==> src/design/assert_macros.svh <==
// assertion helpers used by the top-level design file
`ifndef ASSERT_MACROS_SVH
`define ASSERT_MACROS_SVH

// same-cycle implication, checked on every rising clock edge out of reset
`define BLH_ASSERT_IMP(lbl, ante, cons, msg) \
	lbl: assert property (@(posedge clk) disable iff (!arst_n) (ante) |-> (cons)) \
		else $error(msg);

// next-cycle implication
`define BLH_ASSERT_NXT(lbl, ante, cons, msg) \
	lbl: assert property (@(posedge clk) disable iff (!arst_n) (ante) |=> (cons)) \
		else $error(msg);

`endif

==> src/design/blh_pkg.sv <==
package blh_pkg;

	localparam int SAMPLE_BITS_DEF = 12;
	localparam int NUM_THRESH      = 5;
	localparam int THRESH_BITS     = 12;
	localparam int HYST_BITS       = 8;
	localparam int LEVEL_BITS      = 3;
	localparam int FE_BITS         = 11;
	localparam int VOLT_BITS       = 14;
	localparam int CFG_IDX_BITS    = 3;
	localparam int CFG_DATA_BITS   = 12;

	localparam int LEVEL_TOP     = 4;
	localparam int FRONT_END_MAX = 2047;
	localparam int VOLT_MAX      = 16383;

	// register indexes of the configuration port
	localparam logic [CFG_IDX_BITS-1:0] REG_THRESHOLD_0 = 3'd0;
	localparam logic [CFG_IDX_BITS-1:0] REG_THRESHOLD_4 = 3'd4;
	localparam logic [CFG_IDX_BITS-1:0] REG_HYSTERESIS  = 3'd5;

	typedef logic [THRESH_BITS-1:0] thresh_t;
	typedef thresh_t                thresh_arr_t [NUM_THRESH];
	typedef logic [HYST_BITS-1:0]   hyst_t;
	typedef logic [LEVEL_BITS-1:0]  level_t;

	localparam thresh_t THRESH_RESET [NUM_THRESH] = '{
		12'd1125, 12'd1194, 12'd1262, 12'd1364, 12'd1432
	};
	localparam hyst_t HYST_RESET = 8'd10;

	// level tracking state handed to the evaluation logic
	typedef struct packed {
		logic   first_pending;
		level_t level;
	} lvl_state_t;

endpackage

==> src/design/battery_level_hysteresis_top.sv <==
// Battery level quantizer with hysteresis. Each accepted ADC sample yields one
// result: a battery level 0..4 from five ascending thresholds (counting stops at
// the first threshold not exceeded), a front-end value of sample*6/5 saturated at
// 2047, and the voltage in Q10 (sample*3). The first sample after reset sets the
// level directly; later, a higher level needs the sample at or above the lower
// boundary of that level plus the hysteresis, and a lower level needs the sample
// at or below the upper boundary of that level minus the hysteresis (always
// taken when that boundary is below the hysteresis). A sample passes the input
// register, then the result register, whose level feeds back; one sample is
// taken every cycle unless the result channel stalls. Thresholds and hysteresis
// are to be written by the user through the configuration port (0..4 thresholds,
// 5 hysteresis, others ignored) while the block is idle; this is not enforced.
`include "assert_macros.svh"

module battery_level_hysteresis_top import blh_pkg::*; #(
	parameter int SAMPLE_BITS = SAMPLE_BITS_DEF
) (
	input  logic                     clk,
	input  logic                     arst_n,
	// sample channel
	input  logic                     in_valid,
	output logic                     in_stall,
	input  logic [SAMPLE_BITS-1:0]   sample,
	// result channel
	output logic                     out_valid,
	input  logic                     out_stall,
	output logic [LEVEL_BITS-1:0]    battery_level,
	output logic [FE_BITS-1:0]       front_end_value,
	output logic [VOLT_BITS-1:0]     voltage_q10,
	// configuration write channel
	input  logic                     cfg_valid,
	output logic                     cfg_ready,
	input  logic [CFG_IDX_BITS-1:0]  cfg_index,
	input  logic [CFG_DATA_BITS-1:0] cfg_data
);

	thresh_arr_t              threshold_q;
	hyst_t                    hysteresis_q;
	logic                     valid_s1;
	logic [SAMPLE_BITS-1:0]   sample_s1;
	logic                     out_valid_q;
	level_t                   current_level_q;
	logic                     first_pending_q;
	logic [FE_BITS-1:0]       fe_q;
	logic [VOLT_BITS-1:0]     volt_q;
	logic                     out_free;
	logic                     adv_s1;
	logic                     in_xfer;
	lvl_state_t               lvl_state;
	level_t                   next_level;
	logic [FE_BITS-1:0]       fe_next;
	logic [VOLT_BITS-1:0]     volt_next;

	// configuration registers
	assign cfg_ready = 1'b1;
	always_ff @(posedge clk or negedge arst_n) begin
		if (!arst_n) begin
			threshold_q  <= THRESH_RESET;
			hysteresis_q <= HYST_RESET;
		end else if (cfg_valid && cfg_ready) begin
			if (cfg_index inside {[REG_THRESHOLD_0:REG_THRESHOLD_4]}) begin
				threshold_q[cfg_index] <= cfg_data[THRESH_BITS-1:0];
			end else if (cfg_index == REG_HYSTERESIS) begin
				hysteresis_q <= cfg_data[HYST_BITS-1:0];
			end
		end
	end

	// pipeline flow control
	assign out_free = !out_valid_q || !out_stall;
	assign adv_s1   = valid_s1 && out_free;
	assign in_stall = valid_s1 && !out_free;
	assign in_xfer  = in_valid && !in_stall;

	// input register
	always_ff @(posedge clk or negedge arst_n) begin
		if (!arst_n) begin
			valid_s1 <= 1'b0;
		end else if (!in_stall) begin
			valid_s1 <= in_valid;
		end
	end

	always_ff @(posedge clk) begin
		if (in_xfer) begin
			sample_s1 <= sample;
		end
	end

	// evaluation of the registered sample
	assign lvl_state = '{first_pending: first_pending_q, level: current_level_q};

	blh_eval #(
		.SAMPLE_BITS (SAMPLE_BITS)
	) u_eval (
		.sample          (sample_s1),
		.threshold       (threshold_q),
		.hysteresis      (hysteresis_q),
		.state           (lvl_state),
		.next_level      (next_level),
		.front_end_value (fe_next),
		.voltage_q10     (volt_next)
	);

	// level state and result register
	always_ff @(posedge clk or negedge arst_n) begin
		if (!arst_n) begin
			out_valid_q     <= 1'b0;
			current_level_q <= '0;
			first_pending_q <= 1'b1;
		end else begin
			if (out_free) begin
				out_valid_q <= valid_s1;
			end
			if (adv_s1) begin
				current_level_q <= next_level;
				first_pending_q <= 1'b0;
			end
		end
	end

	always_ff @(posedge clk) begin
		if (adv_s1) begin
			fe_q   <= fe_next;
			volt_q <= volt_next;
		end
	end

	assign out_valid       = out_valid_q;
	assign battery_level   = current_level_q;
	assign front_end_value = fe_q;
	assign voltage_q10     = volt_q;

	// checks
	`BLH_ASSERT_IMP(a_level_range, out_valid_q, current_level_q <= level_t'(LEVEL_TOP), "level out of range")
	`BLH_ASSERT_NXT(a_first_cleared, adv_s1, !first_pending_q && out_valid_q, "first sample not retired")
	`BLH_ASSERT_NXT(a_level_hold, !adv_s1, $stable(current_level_q), "level changed without a transfer")
	`BLH_ASSERT_IMP(a_first_no_result, first_pending_q, !out_valid_q, "result present before first sample")

endmodule

==> src/design/blh_eval.sv <==
module blh_eval import blh_pkg::*; #(
	parameter int SAMPLE_BITS = SAMPLE_BITS_DEF
) (
	input  logic [SAMPLE_BITS-1:0] sample,
	input  thresh_arr_t            threshold,
	input  hyst_t                  hysteresis,
	input  lvl_state_t             state,
	output level_t                 next_level,
	output logic [FE_BITS-1:0]     front_end_value,
	output logic [VOLT_BITS-1:0]   voltage_q10
);

	// compare width: sample or threshold plus margin, whichever is wider
	localparam int CW = (SAMPLE_BITS > THRESH_BITS + 1) ? SAMPLE_BITS : THRESH_BITS + 1;
	// voltage product width and saturation compare width
	localparam int VW = SAMPLE_BITS + 2;
	localparam int VX = (VW > VOLT_BITS) ? VW : VOLT_BITS;
	// smallest sample whose 6/5 scale exceeds the front-end maximum
	localparam int FE_SAT = ((FRONT_END_MAX + 1) * 5 + 5) / 6;
	// floor(x / 5) as (x * 13108) >> 16, exact for x below 16384
	localparam int RECIP_SHIFT = 16;
	localparam int RECIP_5     = ((1 << RECIP_SHIFT) + 4) / 5;
	localparam int XW          = 14;
	localparam int PW          = XW + 15;

	logic [CW-1:0]        s_w;
	logic [NUM_THRESH-1:0] gt;
	level_t               cand;
	thresh_t              th_rise;
	thresh_t              th_fall;
	logic [CW-1:0]        rise_lim;
	logic                 rise_ok;
	logic                 fall_ok;
	logic [FE_BITS-1:0]   s_lo;
	logic [XW-1:0]        x6;
	logic [PW-1:0]        prod;
	logic [VX-1:0]        volt_full;

	assign s_w = CW'(sample);

	// threshold comparators
	always_comb begin
		for (int i = 0; i < NUM_THRESH; i++) begin
			gt[i] = s_w > CW'(threshold[i]);
		end
	end

	// candidate: first threshold not exceeded, clamped to the top level
	always_comb begin
		cand = level_t'(LEVEL_TOP);
		for (int i = NUM_THRESH - 1; i >= 0; i--) begin
			if (!gt[i]) begin
				cand = level_t'(i);
			end
		end
	end

	// hysteresis checks
	assign th_rise  = threshold[cand - level_t'(1)];
	assign th_fall  = threshold[cand];
	assign rise_lim = CW'(th_rise) + CW'(hysteresis);
	assign rise_ok  = s_w >= rise_lim;
	assign fall_ok  = (th_fall < thresh_t'(hysteresis)) ||
		(s_w <= CW'(th_fall - thresh_t'(hysteresis)));

	// level update
	always_comb begin
		next_level = state.level;
		if (state.first_pending) begin
			next_level = cand;
		end else if (cand > state.level) begin
			if (rise_ok) begin
				next_level = cand;
			end
		end else if (cand < state.level) begin
			if (fall_ok) begin
				next_level = cand;
			end
		end
	end

	// front-end scale by 6/5 with saturation
	assign s_lo = sample[FE_BITS-1:0];
	assign x6   = {1'b0, s_lo, 2'b00} + {2'b00, s_lo, 1'b0};
	assign prod = PW'(x6) * PW'(RECIP_5);
	always_comb begin
		if (s_w >= CW'(FE_SAT)) begin
			front_end_value = FE_BITS'(FRONT_END_MAX);
		end else begin
			front_end_value = prod[RECIP_SHIFT +: FE_BITS];
		end
	end

	// voltage in q10 is three times the sample, saturated
	assign volt_full = VX'(sample) + VX'({sample, 1'b0});
	always_comb begin
		if (volt_full > VX'(VOLT_MAX)) begin
			voltage_q10 = VOLT_BITS'(VOLT_MAX);
		end else begin
			voltage_q10 = volt_full[VOLT_BITS-1:0];
		end
	end

endmodule

==> config.mk <==
export PLATFORM = sky130hd
export DESIGN_NAME = battery_level_hysteresis_top
export DESIGN_NICKNAME = d
export VERILOG_FILES = /design/src/design/blh_pkg.sv /design/src/design/battery_level_hysteresis_top.sv /design/src/design/blh_eval.sv
export VERILOG_INCLUDE_DIRS = /design/src /design/src/design
export SDC_FILE = /design/constraint.sdc
export NUM_CORES = 1
export LEC_CHECK = 0
export BUFFER_PORTS_ARGS = -buffer_cell sky130_fd_sc_hd__buf_4
export CAP_MARGIN = 20
export CORE_MARGIN = 8
export CORE_UTILIZATION = 37
export CTS_CLUSTER_SIZE = 40
export DETAILED_ROUTE_END_ITERATION = 6
export GPL_ROUTABILITY_DRIVEN = 0
export PLACE_DENSITY = 0.54
export REMOVE_ABC_BUFFERS = 1
export SYNTH_ARGS = -nofsm -noshare
export SYNTH_HDL_FRONTEND = slang
export SYNTH_SLANG_ARGS = --single-unit
==> constraint.sdc <==
create_clock -name clk -period 17.1 [get_ports clk]
set_input_delay 5.13 -clock clk [delete_from_list [all_inputs] [get_ports clk]]
set_output_delay 5.13 -clock clk [all_outputs]
set_load 0.02 [all_outputs]
# Word level (Yosys, flattened, before mapping)
# Cells that the tools add are included.
[word_totals]
register_bits = 111
latchBits = 0
mem_bits_rw = 0
romBits = 0
output_inout_bits = 31
mem_count = 0
[classes]
addsub = 5
n_mul = 1
div = 0
order_cmp = 17
n_eq_ne = 2
shift = 0
n_mux = 18
n_bitwise = 4
n_reduce_logical = 16
[ops]
columns = ["operator", "count"]
rows = [
  ["$bmux 12 s3", 2],
  ["$bwmux 60", 1],
  ["$mux 12", 5],
  ["$gt 12x12->1", 4],
  ["$demux 12 s3", 1],
  ["$mux 3", 9],
  ["$mul 14x12->25 const B", 1],
  ["$add 12x13->14", 1],
  ["$add 13x12->14", 1],
  ["$gt 14x14->1 const B", 1],
  ["$add 12x8->13", 1],
  ["$ge 12x13->1", 1],
  ["$le 12x13->1", 1],
  ["$sub 12x8->13", 1],
  ["$ge 12x11->1 const B", 1],
  ["$ge 4x4->1 const B", 3],
  ["$lt 12x8->1", 1],
  ["$not 3->4", 3],
  ["$reduce_bool 3->1", 2],
  ["$logic_and 1x1->1", 5],
  ["$logic_not 1->1", 4],
  ["$lt 4x1->1 const B", 1],
  ["$reduce_and 4->1", 1],
  ["$eq 3x3->1 const B", 1],
  ["other kinds (10)", 11],
]

# Longest topological paths before layout
# Gate-level depths: netlist of run 1.
[logic_depth]
word_depth = 16
mapped_depth = 35

# By module
# From an unflattened synthesis of run 1, not the netlist that was laid out.
[unflattened]
hier_cells = 1015
hier_area_um2 = 10889.2
[modules_own_cells]
columns = ["module", "instances", "cells_each", "area_each_um2", "seq_area_each_um2"]
rows = [
  ["blh_eval", 1, 813, 6811.5, 0.0],
  ["battery_level_hysteresis_top", 1, 202, 4077.7, 3000.4],
]

# Worst setup path after synthesis of run 1
# Ideal clock, no wire load.
[synth_path]
path_type = "input to output"
startpoint = "input port out_stall"
endpoint = "output port in_stall"
t_arrival_ns = 5.379
t_required_ns = 11.970
path_slack_ns = 6.591
stages = 2
n_path_buf = 0
path_cell_list = "nand3_1 > inv_1"
[synth_between]
elab_chain_len = 4
[synth_rtl]
columns = ["element", "line", "text"]
rows = [
  ["start, declared", "battery_level_hysteresis_top.sv:26", "input logic out_stall,"],
  ["$logic_not 1->1", "battery_level_hysteresis_top.sv:70", "assign out_free = !out_valid_q || !out_stall;"],
  ["$logic_or 1x1->1", "battery_level_hysteresis_top.sv:70", ""],
  ["$logic_not 1->1", "battery_level_hysteresis_top.sv:72", "assign in_stall = valid_s1 && !out_free;"],
  ["$logic_and 1x1->1", "battery_level_hysteresis_top.sv:72", ""],
  ["end, declared", "battery_level_hysteresis_top.sv:22", "output logic in_stall,"],
]
# Every way passes these cells.

# Worst setup path in the final report of run 1
# Ends and elaborated chain as after synthesis.

==> metrics.md, run 1 <==
| Metric | Value |
|---|---|
| TritonCTS sink count | `111` |
| CTS max path bufs | `2` |
| Final instance area | `0.0117 mm2` |
| Switching pwr | `1.19 mW` |
| Sequential share of power | `16.4%` |
| Post_cts resized | `0` |
| Synth warn | `0` |
| Avg Inst Size Synth | `10.4 um2` |
| Clock power frac | `8.7%` |
| EDFF count, synth | `37` |
| Post-route setup TNS | `0 ps` |
| Number of cell rows | `61` |
| Worst rel slew slack | `35.2%` |
| Cell variety after synth | `69` |
| Async set-or-reset flop fraction in the synthesized netlist | `66.7%` |
| Residual DRC count | `0` |
| Critical-path maximum fanout | `3` |
| Hold slack final | `496 ps` |
| WL final | `25,000 um` |
| Avg Vias per Cell | `5.06` |
| CTS Root Cell | `clkbuf_16` |
| Status | `finished clean` |
| Overall Global Routing Usage | `15.2%` |
| Setup repair after global routing missed its margin | `false` |
| Via count | `7,338` |
| Layout Utilization | `42.0%` |
| Crit-path leading delay family | `buffers and inverters` |
| Tcrit/Tclk final | `62.4%` |
| CP endpoint kind | `output pin` |
| Clock latency on the worst-skew pair | `370 ps` |
| CTS clk-pin slew, worst paths | `80 ps` |
| Die height | `184 um` |
| Int Pwr | `1.37 mW` |
| Slew @ Worst Pin | `973 ps` |
| Critical path, cell by cell | `buf_4 > nand3_1 > inv_1 > buf_4` |
| Fin. max-slew vios | `0` |
| CTS tree | `done` |
| First-pass GRT wire length | `40,200 um` |
| Final setup violation count | `0` |
| Die area | `0.0340 mm2` |
| Layout cells sized above 1 | `16.8%` |
| Dpl cell area | `0.0114 mm2` |
| H-tree depth | `3` |
| Fin crit period | `10,670 ps` |
| Setup bufs post-CTS | `0` |
| Post-Synthesis Cells | `1,013` |
| Worst IR Drop VDD | `177 uV` |
| Crit path kind | `in -> out` |
| Max-Cap Viols | `0` |
| WP buf/inv | `3` |
| Cts hold-fix bufs | `0` |
| Nets@finish | `1,343` |
| Avg WL per Cell | `17.3 um` |
| Area grow syn2layout | `11.5%` |
| Num ports | `63` |
| HPWL after DPL | `20,000 um` |
| WP data arrival | `5540 ps` |
| Synth Cell Area | `0.0105 mm2` |
| Pre-CTS WS | `6430 ps` |
| Pre-Repair DR Iteration Count | `4` |
| Pwr dens | `219 mW/mm2` |
| Largest net degree at the start of global routing | `75` |
| Final Hold Viols | `0` |
| Grt ovf | `0` |
| Commonest non-fill, non-tap cell in the layout | `ha_1` |
| Synth Flop Type | `dfrtp_1` |
| Horiz. Die Dim | `184 um` |
| Seq/Total Area, Yosys | `28.6%` |
| Slowest CP cell | `buf_4` |
| Critical path startpoint category | `input pin` |
| Combinational power share | `74.9%` |
| #FFs+latches synth | `111` |
| Port Buf Inserts | `61` |
| Starting density of the core | `37.7%` |
| DR iter-0 viols | `325` |
| Diode count | `0` |
| CP max stage delay | `150 ps` |
| WP data required | `11,970 ps` |
| DRT antenna net count | `0` |
| Register area | `0.00300 mm2` |
| Most frequent cells in the layout | `ha_1, inv_1, nand2_1, buf_4, a21oi_1` |
| Total CTS buffers | `9` |
| Setup Skew | `8.72 ps` |
| Fmax | `93.7 MHz` |
| # fillers | `2,714` |
| PnR worst setup slack | `6430 ps` |
| Most frequent cell on the critical path | `buf_4` |
| Leakage power | `5.38 nW` |
| Number of global-route vias before repair | `7,564` |
| Core area | `0.0279 mm2` |
| Initial antenna violation count | `0` |
| Switching part of the total | `46.5%` |
| Hold crit path type | `reg -> reg` |
| Combined area of the multi-input logic cells | `0.00697 mm2` |
## flip-flops by register name, indices dropped and copies added (netlist names), 3 cells and up
register         count
battery_level        3
front_end_value     11
hysteresis_q         8
sample_s1           12
threshold_q         60
voltage_q10         14
## metal layers
metal	global-route usage, %	wire length, um	up-vias
met4	3.29	295	0
met2	26.8	12500	72
met3	2.26	664	16
li1	-	-	3697
met5	0	0	-
met1	19.3	11600	3553
## final timing paths
path                                       from            endpoint  slack [ps]  cells past startpoint
min in group asynchronous                arst_n     threshold_q[15]        4920                      1
worst max register to register     sample_s1[1]  front_end_value[9]        9270                     25
worst min-delay path            first_pending_q     first_pending_q         500                      1
worst min register to register  first_pending_q     first_pending_q         500                      1
max in group asynchronous                arst_n    battery_level[2]       11550                      1
worst max-delay path                  out_stall            in_stall        6430                      4
## per-stage QoR
step	power, mW	std cells
global placement	2.34	1435
CTS	2.61	1451
global route	2.89	1451
finish	2.57	1451
floorplan	1.94	988
detailed placement	2.36	1435
## Yosys cell counts, drive strengths merged (9+ instances only)
cell	instances	area, um2
a211oi	13	103
a21o	19	143
a21oi	64	324
and2	9	56.3
buf	9	56.3
clkbuf	16	60.1
dfrtp	44	1100
dfstp	30	788
edfxtp	37	1110
fa	46	921
ha	197	2460
inv	115	432
mux2	35	398
mux2i	10	100
nand2	72	270
nand3	11	55.1
nand4	12	90.1
nor2	43	164
nor2b	12	75.1
o211ai	9	82.6
o21ai	60	300
o21bai	16	120
xnor2	30	263
xor2	21	203
## power groups by stage
stage | registers (mW) | clock network, mW | logic (mW)
after floorplan | 0.435 | 0 | 1.50
after global placement | 0.425 | 0 | 1.92
after detailed placement | 0.426 | 0 | 1.94
after CTS | 0.421 | 0.233 | 1.96
after global routing | 0.429 | 0.240 | 2.22
final | 0.421 | 0.222 | 1.92
## cells by family (layout without fill, tap and decap cells)
kind of cell    Yosys count  after routing  synth area share, %
xor+xnor                 51             51                 4.44
simple gates            186            186                 8.52
compound gates          228            228                 14.4
buf+inv                 140            200                 5.22
mux                      53             53                 6.46
other cells               1              1               0.0357
flops                   111            111                 28.6
fa+ha+maj               243            243                 32.3
## area by class of cell
| type | instances | share of cell area [%] |
|---|---|---|
| inverters | 115 | 3.69 |
| multi-input cells | 762 | 59.6 |
| clock inverters | 7 | 0.610 |
| repair buffers | 69 | 4.43 |
| clock buffers | 9 | 1.93 |
| flip-flops and latches | 111 | 25.7 |
| well taps | 378 | 4.04 |
Note: power is estimated with default switching activity, not from simulation.
==> run 2, diff against run 1 <==
--- a/config.mk
+++ b/config.mk
@@ -6,6 +6,7 @@
 export SDC_FILE = /design/constraint.sdc
 export NUM_CORES = 1
 export LEC_CHECK = 0
+export ABC_AREA = 1
 export BUFFER_PORTS_ARGS = -buffer_cell sky130_fd_sc_hd__buf_4
 export CAP_MARGIN = 20
 export CORE_MARGIN = 8
==> constraint.sdc (replaced) <==
create_clock -name clk -period 10.7 [get_ports clk]
set_input_delay 3.21 -clock clk [delete_from_list [all_inputs] [get_ports clk]]
set_output_delay 3.21 -clock clk [all_outputs]
set_load 0.02 [all_outputs]
==> run 2 against run 1 <==
Compared with the run above:
- critical path depth unchanged
- die area up 4.1%
- flip-flop and latch count unchanged
- sequential share of layout area down 0.81 points
- critical endpoint unchanged
==> metrics.md, run 2 <==
| Metric | Value |
|---|---|
| Status | `finished clean` |
| Overall Global Routing Usage | `15.7%` |
| Layout cells sized above 1 | `10.6%` |
| Hold crit path type | `reg -> reg` |
| CP max stage delay | `160 ps` |
| Die area | `0.0354 mm2` |
| Number of global-route vias before repair | `8,841` |
| WL final | `27,100 um` |
| Initial antenna violation count | `0` |
| Avg WL per Cell | `15.4 um` |
| Async set-or-reset flop fraction in the synthesized netlist | `66.7%` |
| Setup repair after global routing missed its margin | `false` |
| Critical path startpoint category | `input pin` |
| Cts hold-fix bufs | `0` |
| Seq/Total Area, Yosys | `27.4%` |
| Pre-Repair DR Iteration Count | `5` |
| Post-synth top area share | `22.5%` |
| CTS max path bufs | `2` |
| Max-Cap Viols | `0` |
| First-pass GRT wire length | `45,100 um` |
| Clock latency on the worst-skew pair | `370 ps` |
| Top cell types by occurrence after synthesis | `nand2_1, ha_1, inv_1, o21ai_0, a21oi_1` |
| Fmax | `146 MHz` |
| Largest area contributor in the netlist | `ha_1` |
| Fin. max-slew vios | `0` |
| Nets@finish | `1,634` |
| Core area | `0.0294 mm2` |
| Via count | `8,644` |
| WP data required | `7490 ps` |
| Num ports | `63` |
| Avg Inst Size Synth | `8.32 um2` |
| Synth area leaders | `ha_1, edfxtp_1, dfrtp_1, nand2_1, fa_1` |
| CP endpoint kind | `output pin` |
| Worst rel slew slack | `33.9%` |
| Critical-path maximum fanout | `3` |
| DRT antenna net count | `0` |
| Reg with most FFs | `threshold_q` |
| Slew @ Worst Pin | `992 ps` |
| Area grow syn2layout | `10.2%` |
| Diode count | `0` |
| TritonCTS sink count | `111` |
| Top-count cell post-synth | `nand2_1` |
| Port Buf Inserts | `61` |
| Critical path, cell by cell | `buf_4 > nand2_1 > nor2_1 > buf_4` |
| Number of cell rows | `63` |
| Grt ovf | `0` |
| Final Non-Filler Cells | `1,754` |
| Final setup violation count | `0` |
| WP data arrival | `3650 ps` |
| Synth Flop Type | `dfrtp_1` |
| Total CTS buffers | `9` |
| CTS clk-pin slew, worst paths | `70 ps` |
| CTS Root Cell | `clkbuf_16` |
| Residual DRC count | `0` |
| H-tree depth | `3` |
| Final Hold Viols | `0` |
| Most frequent cells in the layout | `nand2_1, ha_1, inv_1, o21ai_0, a21oi_1` |
| Setup bufs post-CTS | `0` |
| DR iter-0 viols | `355` |
| Synth warn | `0` |
| Commonest non-fill, non-tap cell in the layout | `nand2_1` |
| Slowest CP cell | `buf_4` |
| Most frequent cell on the critical path | `buf_4` |
| #FFs+latches synth | `111` |
| Post_cts resized | `0` |
| Avg Vias per Cell | `4.93` |
| Post-route setup TNS | `0 ps` |
| HPWL after DPL | `21,700 um` |
| Die height | `188 um` |
| Max reg flops | `60` |
| Horiz. Die Dim | `188 um` |
| CTS tree | `done` |
| Post-Synthesis Cells | `1,317` |
| EDFF count, synth | `37` |
| Setup Skew | `15.0 ps` |
| Cell variety after synth | `47` |
| Starting density of the core | `37.3%` |
| Crit path kind | `in -> out` |
| Tcrit/Tclk final | `64.1%` |
| Fin crit period | `6860 ps` |
| Synth Cell Area | `0.0110 mm2` |
| Largest net degree at the start of global routing | `75` |
| Inst Count DP | `1,738` |
-- run 2: worst paths after layout --
| path | startpoint | to | slack (ps) | cells after the start |
|---|---|---|---|---|
| setup / recovery | out_stall | in_stall | 3840 | 4 |
| hold reg to reg | first_pending_q | first_pending_q | 490 | 2 |
| max in group asynchronous | arst_n | threshold_q[15] | 7090 | 1 |
| hold / removal | first_pending_q | first_pending_q | 490 | 2 |
| min in group asynchronous | arst_n | threshold_q[11] | 2980 | 1 |
| setup reg to reg | sample_s1[2] | front_end_value[9] | 3990 | 28 |
-- run 2: layer usage --
| metal | share of wire, % | wire (um) | track usage, % |
|---|---|---|---|
| met2 | 50 | 13400 | 28.1 |
| met3 | 2.4 | 643 | 2.04 |
| met5 | 0 | 0 | 0 |
| met4 | 0.91 | 245 | 2.94 |
| met1 | 47 | 12700 | 20.0 |
-- run 2: cell families after synthesis --
family                     synth area share, %
adders and majority gates                 30.9
and+or+nand+nor                           16.7
buffers and inverters                     8.34
other                                   0.0342
DFF                                       27.4
AOI/OAI and AO/OA                         13.5
muxes                                   0.0914
xor gates and xnor gates                  3.12
-- run 2: metrics by stage --
stage	hold slack [ps]	utilization, %	instance area (um2)	worst slack (ps)
floorplan	445	-	10800	3890
global placement	469	40.0	11800	3850
detailed placement	470	40.0	11800	3840
CTS	482	41.1	12100	3840
global route	502	41.1	12100	3370
finish	485	41.1	12100	3840
-- run 2: critical path, delay by kind of cell --
family        cells  cell delay (ps)
buf+inv           2              240
simple gates      2              200
-- run 2: cell type report --
class	instances	area, um2
fillers	3019	17300
multi-input cells	974	7050
flip-flops and latches	111	3000
inverters	198	743
repair buffers	65	488
well taps	390	488
clock buffers	10	239
clock inverters	6	70.1
Power of run 2 is left out: the tool's default activity adds up to more than one toggle a clock period on the data nets, which glitch-free logic cannot reach.
==> run 3, diff against run 2 <==
--- a/config.mk
+++ b/config.mk
@@ -6,7 +6,7 @@
 export SDC_FILE = /design/constraint.sdc
 export NUM_CORES = 1
 export LEC_CHECK = 0
-export ABC_AREA = 1
+export ABC_AREA = 0
 export BUFFER_PORTS_ARGS = -buffer_cell sky130_fd_sc_hd__buf_4
 export CAP_MARGIN = 20
 export CORE_MARGIN = 8
@@ -14,7 +14,7 @@
 export CTS_CLUSTER_SIZE = 40
 export DETAILED_ROUTE_END_ITERATION = 6
 export GPL_ROUTABILITY_DRIVEN = 0
-export PLACE_DENSITY = 0.54
+export PLACE_DENSITY = 0.56
 export REMOVE_ABC_BUFFERS = 1
 export SYNTH_ARGS = -nofsm -noshare
 export SYNTH_HDL_FRONTEND = slang
==> constraint.sdc (replaced) <==
create_clock -name clk -period 6.1 [get_ports clk]
set_input_delay 1.83 -clock clk [delete_from_list [all_inputs] [get_ports clk]]
set_output_delay 1.83 -clock clk [all_outputs]
set_load 0.02 [all_outputs]
==> run 3 against run 2 <==
Compared with the run above:
- the flow now finishes with violations (negative setup slack)
- flip-flop and latch count stayed put
- routed wire length rose by 2.2%
- critical path depth increased by 20
- die area fell by 3.9%
- worst hold slack improved by 21 ps
- cell count fell by 4.6%
- sequential share of layout area decreased by 3.7 points
- largest cell class unchanged
==> metrics.md, run 3 (synthesis results as in run 1) <==
| Metric | Value |
|---|---|
| Status | `finished with violations` |
| Failing checks | `negative setup slack` |
| Horiz. Die Dim | `184 um` |
| Total CTS buffers | `9` |
| Final instance area | `0.0142 mm2` |
| Overall Global Routing Usage | `16.4%` |
| Crit path kind | `reg -> reg` |
| CTS clk-pin slew, worst paths | `80 ps` |
| Grt ovf | `0` |
| Core area | `0.0279 mm2` |
| Fin. max-slew vios | `0` |
| H-tree depth | `3` |
| Hold crit path type | `reg -> reg` |
| Most frequent cell on the critical path | `fa_1` |
| Most frequent cells in the layout | `buf_4, ha_1, inv_1, nand2_1, o21ai_0` |
| Tcrit/Tclk final | `101%` |
| Critical path startpoint category | `register` |
| Layout cells sized above 1 | `39.4%` |
| WL final | `27,600 um` |
| Dpl cell area | `0.0128 mm2` |
| Setup Skew | `17.7 ps` |
| Fmax | `162 MHz` |
| Number of cell rows | `61` |
| HPWL after DPL | `22,100 um` |
| Fin crit period | `6170 ps` |
| PnR worst setup slack | `-70.2 ps` |
| Post-route setup TNS | `-70.2 ps` |
| Die area | `0.0340 mm2` |
| Avg WL per Cell | `16.5 um` |
| Slowest CP cell | `fa_1` |
| Starting density of the core | `37.7%` |
| Number of global-route vias before repair | `8,704` |
| Critical-path maximum fanout | `4` |
| Via count | `8,322` |
| Initial antenna violation count | `0` |
| Port Buf Inserts | `61` |
| CTS max path bufs | `2` |
| WP data required | `6170 ps` |
| Final Non-Filler Cells | `1,673` |
| CP endpoint kind | `register` |
| Inst Count DP | `1,622` |
| Reg with most FFs | `threshold_q` |
| TritonCTS sink count | `111` |
| Final setup violation count | `1` |
| Worst rel slew slack | `25.4%` |
| Critical path, cell by cell | `ha_2 > fa_2 > a21o_1 > a21oi_2 > o21bai_1 > a21oi_2 > nor2_1 > o21ai_1 > nand2b_1 > xnor2_2 > ha_1 > fa_1 > fa_1 > fa_1 > fa_2 > ha_4 > nand3_2 > a211o_1 > a31oi_4 > and2_4 > o21a_1 > nor2_1 > xor2_1 > nand2_1` |
| DR iter-0 viols | `304` |
| Diode count | `0` |
| Area grow syn2layout | `34.9%` |
| CTS tree | `done` |
| Max reg flops | `60` |
| Largest net degree at the start of global routing | `75` |
| CP max stage delay | `540 ps` |
| DRT antenna net count | `0` |
| Setup repair after global routing missed its margin | `true` |
| Nets@finish | `1,565` |
| Avg Vias per Cell | `4.97` |
| First-pass GRT wire length | `44,000 um` |
| CTS Root Cell | `clkbuf_16` |
| Residual DRC count | `0` |
| Final Hold Viols | `0` |
| Clock latency on the worst-skew pair | `380 ps` |
| Die height | `184 um` |
| Commonest non-fill, non-tap cell in the layout | `buf_4` |
| Max-Cap Viols | `0` |
| WP data arrival | `6240 ps` |
| Num ports | `63` |
| Slew @ Worst Pin | `1120 ps` |
| Pre-Repair DR Iteration Count | `5` |
## run 3: changes by cell type in the layout (fill, tap and decap cells not counted), sizes merged, moves of 11 or more
cell,previous run,this run
buf,65,291
nand2,263,72
inv,199,116
o21ai,141,60
nand3,53,11
mux2,0,35
a21oi,91,64
nor2,68,43
xnor2,13,30
nor2b,0,12
a211oi,2,13
## run 3: worst paths after layout
kind	depth (start not counted)	endpoint	slack (ps)	startpoint
max	24	front_end_value[7]	-70	sample_s1[1]
max reg2reg	24	front_end_value[7]	-70	sample_s1[1]
max in group asynchronous	1	out_valid	3830	arst_n
min	1	out_valid	510	valid_s1
min reg2reg	1	out_valid	510	valid_s1
min in group asynchronous	1	threshold_q[51]	1620	arst_n
## run 3: stage by stage
step,setup WS [ps],utilization (%),hold WS [ps]
5_1_grt,-309,50.8,522
4_1_cts,-46.8,48.7,503
2_1_floorplan,-1090,-,457
3_3_place_gp,-426,46.0,477
3_5_place_dp,-462,46.0,484
6_report,-70.2,50.8,506
## run 3: repair_timing
| item | 4_1_cts | 5_1_grt |
|---|---|---|
| pin swaps | 80 | 66 |
| resized for setup | 70 | 71 |
| setup endpoints to repair | 11 | 11 |
| hold buffers | 0 | 0 |
| buffers inserted | 14 | 26 |
## run 3: cell type report
class / instances / area [um2]
fill: 2567 / 13700
multi-input combinational: 762 / 7670
sequential: 111 / 3000
timing repair buffer: 291 / 2240
tap: 378 / 473
inverter: 115 / 435
clock buffer: 9 / 225
clock inverter: 7 / 113
## run 3: worst max-delay path: cells and delay by family (launching register included)
family / cells / cell delay [ps]
xor gates and xnor gates: 2 / 350
DFF: 1 / 460
adders and majority gates: 8 / 3150
AOI/OAI and AO/OA: 8 / 1370
and+or+nand+nor: 6 / 550
## run 3: routing by layer
metal / global-route usage, % / vias up / routed length, um
li1: - / 4140 / -
met1: 19.9 / 4030 / 12200
met2: 30.0 / 128 / 14300
met3: 2.36 / 24 / 826
met4: 3.74 / 0 / 390
met5: 0 / - / 0
Power of run 3 is left out for the same reason.
